--- src/rtl/core/asfr_pkg.sv ---
`timescale 1ns / 1ps
`default_nettype none

package asfr_pkg;

  localparam int unsigned SAMPLE_W = 12;
  localparam logic [SAMPLE_W-1:0] LEVEL_RESET = 12'd300;

  // frame machine status, next-state view
  typedef struct packed {
    logic [2:0] state;
    logic       hit;
  } frame_stat_t;

  // averaging unit handshake toward the ring and the top level
  typedef struct packed {
    logic rotate;
    logic done;
  } avg_stat_t;

endpackage

`default_nettype wire

--- src/rtl/core/asfr_cell.sv ---
`timescale 1ns / 1ps
`default_nettype none

module asfr_cell (
  input  logic                          clk_i,
  input  logic                          rst_ni,
  input  logic                          shift_i,
  input  logic [asfr_pkg::SAMPLE_W-1:0] din_i,
  output logic [asfr_pkg::SAMPLE_W-1:0] dout_o
);
  import asfr_pkg::*;

  logic [SAMPLE_W-1:0] val_q;

  always_ff @(posedge clk_i or negedge rst_ni) begin
    if (!rst_ni) begin
      val_q <= LEVEL_RESET;
    end else if (shift_i) begin
      val_q <= din_i;
    end
  end

  assign dout_o = val_q;

endmodule

`default_nettype wire

--- src/rtl/core/asfr_avg.sv ---
`timescale 1ns / 1ps
`default_nettype none

module asfr_avg #(
  parameter int unsigned RING_DEPTH = 20
) (
  input  logic                          clk_i,
  input  logic                          rst_ni,
  input  logic                          start_i,
  input  logic [asfr_pkg::SAMPLE_W-1:0] tap_i,
  output asfr_pkg::avg_stat_t           stat_o,
  output logic [asfr_pkg::SAMPLE_W-1:0] level_o
);
  import asfr_pkg::*;

  localparam int unsigned DepW  = $clog2(RING_DEPTH);
  localparam int unsigned AccW  = SAMPLE_W + DepW;
  localparam int unsigned ShW   = AccW + DepW;
  localparam int unsigned RcpW  = AccW + 1;
  localparam int unsigned ProdW = AccW + RcpW;
  // rounded-up reciprocal of the depth; exact for every sum of the ring
  localparam logic [RcpW-1:0] Recip =
    RcpW'(((64'd1 << ShW) + 64'(RING_DEPTH) - 64'd1) / 64'(RING_DEPTH));

  typedef enum logic [3:0] {
    A_IDLE = 4'b0001,
    A_SUM  = 4'b0010,
    A_DIV  = 4'b0100,
    A_DONE = 4'b1000
  } avg_state_e;

  avg_state_e          state_q, state_d;
  logic [DepW-1:0]     cnt_q, cnt_d;
  logic [AccW-1:0]     acc_q, acc_d;
  logic [SAMPLE_W-1:0] level_q, level_d;
  logic [ProdW-1:0]    prod;

  assign prod = ProdW'(acc_q) * ProdW'(Recip);

  always_comb begin
    state_d = state_q;
    cnt_d   = cnt_q;
    acc_d   = acc_q;
    level_d = level_q;
    unique case (state_q)
      A_IDLE: begin
        if (start_i) begin
          state_d = A_SUM;
          cnt_d   = '0;
          acc_d   = '0;
        end
      end
      A_SUM: begin
        acc_d = acc_q + AccW'(tap_i);
        cnt_d = cnt_q + 1'b1;
        if (cnt_q == DepW'(RING_DEPTH - 1)) begin
          state_d = A_DIV;
        end
      end
      A_DIV: begin
        level_d = prod[ShW +: SAMPLE_W];
        state_d = A_DONE;
      end
      A_DONE: begin
        state_d = A_IDLE;
      end
      default: begin
        state_d = A_IDLE;
      end
    endcase
  end

  always_ff @(posedge clk_i or negedge rst_ni) begin
    if (!rst_ni) begin
      state_q <= A_IDLE;
      cnt_q   <= '0;
      level_q <= LEVEL_RESET;
    end else begin
      state_q <= state_d;
      cnt_q   <= cnt_d;
      level_q <= level_d;
    end
  end

  always_ff @(posedge clk_i) begin
    acc_q <= acc_d;
  end

  assign stat_o  = '{rotate: (state_q == A_SUM), done: (state_q == A_DONE)};
  assign level_o = level_q;

endmodule

`default_nettype wire

--- src/rtl/core/asfr_frame.sv ---
`timescale 1ns / 1ps
`default_nettype none

module asfr_frame (
  input  logic                  clk_i,
  input  logic                  rst_ni,
  input  logic                  en_i,
  input  logic                  bit_i,
  input  logic                  own_bit_i,
  input  logic [7:0]            bit_period_i,
  output asfr_pkg::frame_stat_t stat_o
);
  import asfr_pkg::*;

  typedef enum logic [6:0] {
    PH_WAIT   = 7'b0000001,
    PH_START  = 7'b0000010,
    PH_BIT1   = 7'b0000100,
    PH_BIT2   = 7'b0001000,
    PH_DATA   = 7'b0010000,
    PH_PARITY = 7'b0100000,
    PH_HIT    = 7'b1000000
  } phase_e;

  localparam logic [2:0] CODE_WAIT   = 3'd0;
  localparam logic [2:0] CODE_START  = 3'd1;
  localparam logic [2:0] CODE_BIT1   = 3'd2;
  localparam logic [2:0] CODE_BIT2   = 3'd3;
  localparam logic [2:0] CODE_DATA   = 3'd4;
  localparam logic [2:0] CODE_PARITY = 3'd5;
  localparam logic [2:0] CODE_HIT    = 3'd6;

  phase_e     phase_q, phase_d;
  logic [7:0] pt_q, pt_d;
  logic       sf_q, sf_d;
  logic       fg_q, fg_d;
  logic       ds_q, ds_d;
  logic       adv;

  // transitions tested in fixed order; a dropped frame may restart in the same tick
  always_comb begin
    phase_d = phase_q;
    pt_d    = pt_q;
    sf_d    = sf_q;
    fg_d    = fg_q;
    ds_d    = ds_q;
    adv     = 1'b0;
    if (en_i) begin
      if (pt_d != 8'hFF) begin
        pt_d = pt_d + 8'd1;
      end
      if (phase_d == PH_START && !fg_d && pt_d >= bit_period_i) begin
        phase_d = PH_WAIT;  pt_d = '0; sf_d = 1'b0;
      end
      if (phase_d == PH_START && fg_d && sf_d && pt_d >= bit_period_i) begin
        phase_d = PH_BIT1;  pt_d = '0; sf_d = 1'b0;
      end
      if (phase_d == PH_BIT1 && !fg_d && pt_d >= bit_period_i) begin
        phase_d = PH_WAIT;  pt_d = '0; sf_d = 1'b0;
      end
      if (phase_d == PH_BIT1 && fg_d && sf_d && pt_d >= bit_period_i) begin
        phase_d = PH_BIT2;  pt_d = '0; sf_d = 1'b0;
      end
      if (phase_d == PH_BIT2 && !fg_d && pt_d >= bit_period_i) begin
        phase_d = PH_WAIT;  pt_d = '0; sf_d = 1'b0;
      end
      if (phase_d == PH_BIT2 && fg_d && sf_d && pt_d >= bit_period_i) begin
        phase_d = PH_DATA;  pt_d = '0; sf_d = 1'b0;
      end
      if (phase_d == PH_DATA && pt_d >= bit_period_i) begin
        phase_d = PH_PARITY; pt_d = '0; sf_d = 1'b0;
      end
      if (phase_d == PH_WAIT && bit_i) begin
        phase_d = PH_START; pt_d = '0; sf_d = 1'b0;
        fg_d    = 1'b1;
        ds_d    = 1'b0;
      end
      if (phase_d == PH_PARITY && !fg_d && pt_d >= bit_period_i) begin
        phase_d = PH_WAIT;  pt_d = '0; sf_d = 1'b0;
      end
      if (phase_d == PH_PARITY && fg_d && sf_d && pt_d >= bit_period_i) begin
        phase_d = PH_HIT;   pt_d = '0; sf_d = 1'b0;
      end
      adv = 1'b1;
    end
    // one sample on entry to each bit state
    if (adv && !sf_d) begin
      unique case (phase_d)
        PH_START, PH_BIT1: begin
          if (!bit_i) fg_d = 1'b0;
          sf_d = 1'b1;
        end
        PH_BIT2: begin
          if (bit_i) fg_d = 1'b0;
          sf_d = 1'b1;
        end
        PH_DATA: begin
          if (bit_i == own_bit_i) begin
            ds_d = bit_i;
          end else begin
            fg_d = 1'b0;
          end
          sf_d = 1'b1;
        end
        PH_PARITY: begin
          if (bit_i == ds_d) fg_d = 1'b0;
          sf_d = 1'b1;
        end
        default: begin
        end
      endcase
    end
  end

  always_ff @(posedge clk_i or negedge rst_ni) begin
    if (!rst_ni) begin
      phase_q <= PH_WAIT;
      pt_q    <= '0;
      sf_q    <= 1'b0;
      fg_q    <= 1'b1;
      ds_q    <= 1'b0;
    end else begin
      phase_q <= phase_d;
      pt_q    <= pt_d;
      sf_q    <= sf_d;
      fg_q    <= fg_d;
      ds_q    <= ds_d;
    end
  end

  always_comb begin
    stat_o.hit = (phase_d == PH_HIT);
    unique case (phase_d)
      PH_WAIT:   stat_o.state = CODE_WAIT;
      PH_START:  stat_o.state = CODE_START;
      PH_BIT1:   stat_o.state = CODE_BIT1;
      PH_BIT2:   stat_o.state = CODE_BIT2;
      PH_DATA:   stat_o.state = CODE_DATA;
      PH_PARITY: stat_o.state = CODE_PARITY;
      PH_HIT:    stat_o.state = CODE_HIT;
      default:   stat_o.state = CODE_WAIT;
    endcase
  end

endmodule

`default_nettype wire

--- src/rtl/core/adaptive_slicer_frame_receiver_top.sv ---
// Adaptive slicer with frame receiver.
// s_axis carries one 12-bit light sample per tick; m_axis returns one result
// item per sample: sliced bit, frame state, current level and the sticky hit.
// cfg_* writes margin, team bit, bit period, sample and update intervals;
// cfg_ready_o is always high and writes are expected only while idle.
// Ticks that do not refresh the level push their result into the output buffer as
// the item is taken: with the buffer empty the result appears in the cycle after
// the item is taken, and the next item may follow at once. A tick that refreshes
// the level rotates the RING_DEPTH-cell ring through the averaging unit, which sums
// the cells, scales the sum by a constant reciprocal and then publishes the new
// level with the item's result; until then s_axis_tready is low.
// Results go into a two-entry output buffer, so one item is still taken while
// a result waits; with both entries full s_axis_tready drops until m_axis
// drains. Reset (rst_ni low, asynchronous) loads the ring and level with 300,
// registers with their defaults, and returns the frame machine to waiting.
`timescale 1ns / 1ps
`default_nettype none

module adaptive_slicer_frame_receiver_top #(
  parameter int unsigned RING_DEPTH = 20
) (
  input  logic        clk_i,
  input  logic        rst_ni,
  input  logic        s_axis_tvalid,
  output logic        s_axis_tready,
  input  logic [15:0] s_axis_tdata,   // [11:0] sample
  output logic        m_axis_tvalid,
  input  logic        m_axis_tready,
  output logic [23:0] m_axis_tdata,   // [0] sliced_bit, [3:1] frame_state,
                                      // [15:4] level, [16] hit
  input  logic        cfg_valid_i,
  output logic        cfg_ready_o,
  input  logic [2:0]  cfg_addr_i,
  input  logic [11:0] cfg_data_i
);
  import asfr_pkg::*;

  localparam logic [2:0] REG_MARGIN    = 3'd0;
  localparam logic [2:0] REG_TEAM_BIT  = 3'd1;
  localparam logic [2:0] REG_BIT_PER   = 3'd2;
  localparam logic [2:0] REG_SMP_INTVL = 3'd3;
  localparam logic [2:0] REG_UPD_INTVL = 3'd4;

  // configuration
  logic [11:0] margin_q;
  logic        team_q;
  logic [7:0]  bper_q;
  logic [9:0]  sintv_q;
  logic [11:0] uintv_q;

  always_ff @(posedge clk_i or negedge rst_ni) begin
    if (!rst_ni) begin
      margin_q <= 12'd250;
      team_q   <= 1'b0;
      bper_q   <= 8'd20;
      sintv_q  <= 10'd250;
      uintv_q  <= 12'd1000;
    end else if (cfg_valid_i) begin
      unique case (cfg_addr_i)
        REG_MARGIN:    margin_q <= cfg_data_i;
        REG_TEAM_BIT:  team_q   <= cfg_data_i[0];
        REG_BIT_PER:   bper_q   <= cfg_data_i[7:0];
        REG_SMP_INTVL: sintv_q  <= cfg_data_i[9:0];
        REG_UPD_INTVL: uintv_q  <= cfg_data_i;
        default: begin
        end
      endcase
    end
  end

  assign cfg_ready_o = 1'b1;

  // slicing and clamping
  logic                accept;
  logic [SAMPLE_W-1:0] smp;
  logic [SAMPLE_W-1:0] level;
  logic [SAMPLE_W:0]   hi;
  logic                sbit;
  logic                below;
  logic [SAMPLE_W-1:0] store_val;

  assign accept = s_axis_tvalid && s_axis_tready;
  assign smp    = s_axis_tdata[SAMPLE_W-1:0];
  assign hi     = {1'b0, level} + {1'b0, margin_q};
  assign sbit   = ({1'b0, smp} > hi);
  assign below  = (({1'b0, smp} + {1'b0, margin_q}) < {1'b0, level});

  always_comb begin
    if (sbit) begin
      store_val = hi[SAMPLE_W-1:0];
    end else if (below) begin
      store_val = level - margin_q;
    end else begin
      store_val = smp;
    end
  end

  // tick timers, saturating
  logic [9:0]  st_q, st_inc;
  logic [11:0] ut_q, ut_inc;
  logic        store_fire, upd_fire;

  assign st_inc     = (st_q != 10'h3FF) ? st_q + 10'd1 : st_q;
  assign ut_inc     = (ut_q != 12'hFFF) ? ut_q + 12'd1 : ut_q;
  assign store_fire = (st_inc >= sintv_q);
  assign upd_fire   = (ut_inc >= uintv_q);

  always_ff @(posedge clk_i or negedge rst_ni) begin
    if (!rst_ni) begin
      st_q <= '0;
      ut_q <= '0;
    end else if (accept) begin
      st_q <= store_fire ? '0 : st_inc;
      ut_q <= upd_fire ? '0 : ut_inc;
    end
  end

  // ring of cells; new values enter at the head, the tail feeds back while averaging
  avg_stat_t           avg_stat;
  logic [SAMPLE_W-1:0] cell_q [RING_DEPTH];
  logic [SAMPLE_W-1:0] head_din;
  logic                ring_shift;

  assign ring_shift = (accept && store_fire) || avg_stat.rotate;
  assign head_din   = avg_stat.rotate ? cell_q[RING_DEPTH-1] : store_val;

  for (genvar i = 0; i < RING_DEPTH; i++) begin : g_ring
    if (i == 0) begin : g_head
      asfr_cell u_cell (
        .clk_i   (clk_i),
        .rst_ni  (rst_ni),
        .shift_i (ring_shift),
        .din_i   (head_din),
        .dout_o  (cell_q[i])
      );
    end else begin : g_body
      asfr_cell u_cell (
        .clk_i   (clk_i),
        .rst_ni  (rst_ni),
        .shift_i (ring_shift),
        .din_i   (cell_q[i-1]),
        .dout_o  (cell_q[i])
      );
    end
  end

  asfr_avg #(
    .RING_DEPTH (RING_DEPTH)
  ) u_avg (
    .clk_i   (clk_i),
    .rst_ni  (rst_ni),
    .start_i (accept && upd_fire),
    .tap_i   (cell_q[RING_DEPTH-1]),
    .stat_o  (avg_stat),
    .level_o (level)
  );

  // frame machine
  frame_stat_t fr_stat;

  asfr_frame u_frame (
    .clk_i        (clk_i),
    .rst_ni       (rst_ni),
    .en_i         (accept),
    .bit_i        (sbit),
    .own_bit_i    (team_q),
    .bit_period_i (bper_q),
    .stat_o       (fr_stat)
  );

  // item waiting on a level refresh
  logic        busy_q;
  logic        pend_bit_q;
  frame_stat_t pend_stat_q;

  always_ff @(posedge clk_i or negedge rst_ni) begin
    if (!rst_ni) begin
      busy_q <= 1'b0;
    end else if (accept && upd_fire) begin
      busy_q <= 1'b1;
    end else if (avg_stat.done) begin
      busy_q <= 1'b0;
    end
  end

  always_ff @(posedge clk_i) begin
    if (accept) begin
      pend_bit_q  <= sbit;
      pend_stat_q <= fr_stat;
    end
  end

  // two-entry output buffer
  logic        push, pop;
  logic [23:0] res;
  logic [23:0] out_q, out_d, skid_q, skid_d;
  logic        ov_q, ov_d, sv_q, sv_d;

  assign push = (accept && !upd_fire) || avg_stat.done;
  assign pop  = ov_q && m_axis_tready;

  always_comb begin
    if (avg_stat.done) begin
      res = {7'd0, pend_stat_q.hit, level, pend_stat_q.state, pend_bit_q};
    end else begin
      res = {7'd0, fr_stat.hit, level, fr_stat.state, sbit};
    end
  end

  always_comb begin
    out_d  = out_q;
    ov_d   = ov_q;
    skid_d = skid_q;
    sv_d   = sv_q;
    if (pop) begin
      if (sv_q) begin
        out_d = skid_q;
        sv_d  = 1'b0;
      end else begin
        ov_d = 1'b0;
      end
    end
    if (push) begin
      if (!ov_d) begin
        out_d = res;
        ov_d  = 1'b1;
      end else begin
        skid_d = res;
        sv_d   = 1'b1;
      end
    end
  end

  always_ff @(posedge clk_i or negedge rst_ni) begin
    if (!rst_ni) begin
      ov_q <= 1'b0;
      sv_q <= 1'b0;
    end else begin
      ov_q <= ov_d;
      sv_q <= sv_d;
    end
  end

  always_ff @(posedge clk_i) begin
    out_q  <= out_d;
    skid_q <= skid_d;
  end

  assign s_axis_tready = !busy_q && !(ov_q && sv_q);
  assign m_axis_tvalid = ov_q;
  assign m_axis_tdata  = out_q;

`ifndef NO_ASSERTIONS
  a_no_overflow: assert property (@(posedge clk_i) disable iff (!rst_ni)
    !(push && ov_q && sv_q && !pop))
    else $error("output buffer overflow");

  a_done_busy: assert property (@(posedge clk_i) disable iff (!rst_ni)
    avg_stat.done |-> busy_q)
    else $error("level refresh finished with no item pending");

  a_hit_sticky: assert property (@(posedge clk_i) disable iff (!rst_ni)
    fr_stat.hit |=> fr_stat.hit)
    else $error("hit flag cleared");

  a_no_rotate_store: assert property (@(posedge clk_i) disable iff (!rst_ni)
    avg_stat.rotate |-> !accept)
    else $error("ring store during averaging");
`endif

endmodule

`default_nettype wire
--- config.mk ---
export PLATFORM = sky130hd
export DESIGN_NAME = adaptive_slicer_frame_receiver_top
export DESIGN_NICKNAME = d
export VERILOG_FILES = /design/src/rtl/core/asfr_pkg.sv /design/src/rtl/core/asfr_cell.sv /design/src/rtl/core/asfr_avg.sv /design/src/rtl/core/asfr_frame.sv /design/src/rtl/core/adaptive_slicer_frame_receiver_top.sv
export SDC_FILE = /design/constraint.sdc
export NUM_CORES = 1
export LEC_CHECK = 0
export ABC_AREA = 1
export BUFFER_PORTS_ARGS = -buffer_cell sky130_fd_sc_hd__buf_2
export CAP_MARGIN = 20
export CORE_MARGIN = 2
export CORE_UTILIZATION = 64
export DETAILED_ROUTE_END_ITERATION = 10
export HOLD_SLACK_MARGIN = 0.1
export PLACE_DENSITY = 0.82
export SLEW_MARGIN = 30
export SYNTH_ARGS = -nofsm -noshare
export SYNTH_HDL_FRONTEND = slang
export SYNTH_SLANG_ARGS = --single-unit
--- constraint.sdc ---
create_clock -name clk_i -period 20.2 [get_ports clk_i]
set_input_delay 2.02 -clock clk_i [delete_from_list [all_inputs] [get_ports clk_i]]
set_output_delay 2.02 -clock clk_i [all_outputs]
set_load 0.05 [all_outputs]
## After elaboration in Yosys (flattened, before gate mapping)

Index checks and enable logic that the tools add are counted.

- Flip-flop bits (word level): 417

- Add/subtract/negate cells: 8
- Multiply operators: 1
- Order comparisons: 13
- Eq/ne operators: 32
- Multiplexer cells: 100
- Reductions and logical operators: 51

Operators with widths:

| kind | count |
|---|---|
| 8-bit 2-to-1 mux | 20 |
| 7-bit 2-to-1 mux | 20 |
| 24-bit 2-to-1 mux | 4 |
| 8-bit >= comparator | 9 |
| 12-bit 2-to-1 mux | 5 |
| 1-bit 2-to-1 mux | 39 |
| 17-bit 2-to-1 mux | 2 |
| 17-bit one-hot mux with 2 select lines | 1 |
| 17-bit by 16-bit multiplier with 32-bit output, second input constant | 1 |
| 1-bit logical AND | 30 |
| 12-bit by 12-bit adder with 13-bit output | 2 |
| 7-bit by 2-bit == test with 1-bit output, second input constant | 3 |
| 7-bit by 3-bit == test with 1-bit output, second input constant | 3 |
| 7-bit by 4-bit == test with 1-bit output, second input constant | 3 |
| 7-bit by 6-bit == test with 1-bit output, second input constant | 3 |
| 10-bit 2-to-1 mux | 2 |
| 3-bit one-hot mux with 6 select lines | 1 |
| 17-bit by 12-bit adder with 17-bit output | 1 |
| 2-bit AND reduction | 8 |
| 7-bit by 5-bit == test with 1-bit output, second input constant | 2 |
| 12-bit by 13-bit greater-than comparator with 1-bit output | 1 |
| 13-bit by 12-bit < comparator with 1-bit output | 1 |
| 12-bit by 1-bit adder with 12-bit output, second input constant | 1 |
| 12-bit >= comparator | 1 |
| 31 further kinds | 42 |

## Longest topological paths before layout

- Word-level depth: 61
- Gate-level depth with buffers: 145
- Gate-level depth less buffers: 143

## By module

A second synthesis with hierarchy kept.

- Cell total of the unflattened synthesis: 3641
- Area total of the unflattened synthesis: 28574.9 µm²

By module, submodules not included:

| module | instances | cells each | area an instance (µm²) | seq. area each (µm²) |
|---|---|---|---|---|
| asfr_cell | 20 | 51 | 462.9 | 305.3 |
| adaptive_slicer_frame_receiver_top | 1 | 1116 | 8196.6 | 2867.8 |
| asfr_avg | 1 | 933 | 7428.4 | 1042.2 |
| asfr_frame | 1 | 572 | 3691.0 | 452.9 |

## Least setup slack after synthesis

OpenSTA, ideal clock, no wires.

- Path type: register to register
- From: register u_frame.pt_q[0]
- To: register skid_q[3] (data pin)
- Arrival time: 15288 ps
- Data required time: 19946 ps
- Path slack: 4658 ps
- Cell stages (with the launch flop): 135
- Buffers on the path: 3
- Cell sequence: dfrtp_1 -> ha_1 -> nand2_1 -> inv_2 -> nand4_2 -> nor2_2 -> nand2_2 -> nand2_1 -> xor2_1 -> inv_1 -> ha_1 -> a21oi_1 -> o21a_1 -> nand2_1 -> nand2_2 -> inv_1 -> nor2_1 -> ha_1 -> [99 not listed] -> nand2_1 -> a21oi_1 -> o21bai_1 -> a21oi_1 -> o21bai_1 -> a21oi_1 -> nor2_1 -> o21ai_0 -> nor3_1 -> nand3_1 -> nor3_2 -> nand4_4 -> o21ai_4 -> nor2_1 -> nand2_1 -> nand3_2 -> nand2_1 -> nand2_1

RTL lines:

| what | line | text |
|---|---|---|
| start, declared | asfr_frame.sv:34 | `logic [7:0] pt_q, pt_d;` |
| start signal, assigned | asfr_frame.sv:124 | `pt_q <= pt_d;` |
| end signal, assigned | adaptive_slicer_frame_receiver_top.sv:246 | `skid_q <= skid_d;` |
| end, declared | adaptive_slicer_frame_receiver_top.sv:196 | `logic [23:0] out_q, out_d, skid_q, skid_d;` |

==> results.json <==
{
  "nets": 3446,
  "syn_area_um2": 26210,
  "power_leakage_nw": 14.04,
  "synthToLayoutAreaGrowth_pct": 8.735,
  "post-cts-setup-buffer-count": 0,
  "maxSlewViolCount": 0,
  "grt_start_max_net_pins": 321,
  "grt_pass1_wl_mm": 95.30,
  "clk_pin_slew_worst_paths_ps": 60,
  "clock_latency_ps": 570,
  "crit_fanout": 15,
  "synth_edf_count": 39,
  "pre_cts_slack_ps": 2651,
  "antenna_found_initial": 4,
  "synth_nets": 3420,
  "dpl_cell_area_um2": 26940,
  "core_area_um2": 40650,
  "end_kind": "register",
  "wl_per_cell_um": 15.70,
  "totalWireLength_mm": 56.41,
  "numCtsBuffers": 42,
  "seq_area_frac_synth_pct": 39.94,
  "synth_cell_types": 61,
  "setup_viol": 0,
  "clk_path_buf_depth": 3,
  "fmax_ghz": 0.05655,
  "dominantRegCellSynth": "dfrtp_1",
  "min_period_ps": 17680,
  "powerDensity_nw_per_um2": 69.02,
  "drc_errors": 0,
  "maxCapViolations": 0,
  "num_vias": 19704,
  "fin_ws_ps": 2517,
  "fin_crit_sh_pct": 87.54,
  "ir_worst_vdd_v": 0.00007214,
  "finalSetupTns_ps": 0,
  "mostFrequentLayoutCells": "551 x inv_1, 433 x nand2_1, 294 x ha_1, 255 x nor2_1, 249 x o21ai_0",
  "worstSetupStartpointType": "register",
  "hold_buffers": 0,
  "postLayoutCellArea_um2": 28500,
  "dp_hpwl_mm": 41.60,
  "fp.dieH_um": 206.4,
  "tightest_slew_ps": 874.2,
  "dieArea_um2": 42590,
  "initial_core_util_pct": 64.49,
  "syn_inst": 2998,
  "cts.sinks": 410,
  "rows": 74,
  "yosysWarnings": 0,
  "startpoint": "u_frame.pt_q[2]",
  "drive_above_1_share_pct": 10.82,
  "port-buffer-count": 57,
  "io_pins": 63,
  "crit_slowest_cell": "a2111oi_0",
  "synth_seq_cells": 410,
  "clock_skew_ps": 36.42,
  "hold_viol_final": 0,
  "slowest_delay_ps": 510,
  "cts_tree": "done",
  "hold_slack_ps": 439.7,
  "cts_root_buf": "clkbuf_16",
  "htree_num_levels": 2,
  "avgSynthCellArea_um2": 8.744,
  "grt_pass1_vias": 19772,
  "cp_common_cell": "nand2_1",
  "reg2reg_from": "u_frame.pt_q[2]",
  "status": "complete, no violations",
  "drtIter0Drc": 1494,
  "gr-usage-all-layers_pct": 27.68,
  "layout_commonest_cell": "inv_1",
  "hp-class": "register to register",
  "rsz0062_at_grt": "no",
  "cp.arrival_ps": 18150,
  "required_ps": 20670,
  "max-slew-margin-rel_pct": 41.56,
  "fin_total_pwr_mw": 1.967,
  "critical_path_class": "register to register",
  "post_cts_resized": 0,
  "overflow": 0,
  "firstDrtPassIters": 6,
  "synthArstFlopShare_pct": 84.63,
  "avgViaCountPerCell": 5.484,
  "die_w_um": 206.4,
  "routabilityCongestion": 0.9362,
  "min_from": "m_axis_tdata[18]",
  "ant_nets": 0
}
==> cells in the mapped netlist (15+ instances only) <==
cell      count  area share [%]
clkbuf_1     77             1.1
a21oi_1     222             4.2
dfrtp_1     240              23
nand4_1      24            0.57
nor2_1      256             3.7
a31oi_1      27            0.64
dfxtp_1      24             1.8
nand2_1     433             6.2
ha_1        294              14
nand3_1      67             1.3
o21a_1       26            0.74
edfxtp_1     39             4.5
o21ai_0     249             4.8
xor2_1       47             1.6
fa_1         92             7.0
o211ai_1     15            0.43
dfstp_2     107              11
nor3_1       40            0.76
inv_1       551             7.9
==> metrics by stage <==
step / util, % / std cells
2_1_floorplan: - / 2998
3_3_place_gp: 66.27 / 3510
3_5_place_dp: 66.29 / 3510
4_1_cts: 69.94 / 3588
5_1_grt: 70.13 / 3593
6_report: 70.13 / 3593
==> worst paths after layout <==
path,endpoint,slack [ps],cells past startpoint
worst min register to register,m_axis_tdata[18],440,2
worst min-delay path,m_axis_tdata[18],440,2
worst max-delay path,m_axis_tdata[3],2520,127
min in group asynchronous,g_ring[6].g_body.u_cell.dout_o[4],1360,1
worst max register to register,m_axis_tdata[3],2520,127
max in group asynchronous,g_ring[18].g_body.u_cell.dout_o[4],17130,3
==> critical path, delay by kind of cell (launching register included) <==
family	cells	cell delay [ps]
and+or+nand+nor	58	6840
AOI/OAI and AO/OA	45	6440
adders and majority gates	9	2410
buffers and inverters	15	1500
DFF	1	370
==> cell families (layout without fill, tap and decap cells) <==
logic type / after synthesis / in the layout / synth area share [%]
xor+xnor: 56 / 56 / 1.871
buf+inv: 648 / 708 / 9.331
fa+ha+maj: 386 / 386 / 21.06
other cells: 1 / 4 / 0.01431
compound gates: 598 / 598 / 12.53
mux: 12 / 12 / 0.5155
simple gates: 887 / 887 / 14.74
flops: 410 / 410 / 39.94
==> metal layers <==
layer / routed length, um / track usage (%) / vias to the layer above
li1: - / - / 9729
met1: 25700 / 38.47 / 9401
met2: 26630 / 45.72 / 474
met3: 2650 / 3.642 / 98
met4: 1410 / 7.806 / 2
met5: 13 / 0 / -
==> flip-flops by register name, indices dropped and copies added, names as in the netlist, 4 cells and up <==
name / cells
bper_q: 8
g_ring.g_body.u_cell.dout_o: 228
g_ring.g_head.u_cell.dout_o: 12
m_axis_tdata: 24
margin_q: 12
pend_stat_q: 4
sintv_q: 10
skid_q: 17
st_q: 10
u_avg.acc_q: 17
u_avg.cnt_q: 5
u_avg.level_o: 12
u_avg.state_q: 4
u_frame.phase_q: 7
u_frame.pt_q: 8
uintv_q: 12
ut_q: 12
==> power breakdown <==
group | internal [mW] | total, mW | switching (mW) | leakage (nW)
Combinational | 0.102 | 0.279 | 0.176 | 8.91
Sequential | 0.858 | 0.878 | 0.0204 | 4.41
Clock | 0.474 | 0.811 | 0.337 | 0.721
==> final cells by class <==
cell class / instances / area (um^2)
multi-input combinational: 1940 / 13320
clock inverter: 17 / 242.7
antenna: 3 / 7.507
sequential: 410 / 10470
tap: 532 / 665.6
timing repair buffer: 68 / 441.7
clock buffer: 61 / 1244
fill: 3074 / 12140
inverter: 562 / 2112
No activity file was read; power rests on OpenSTA's default activity.
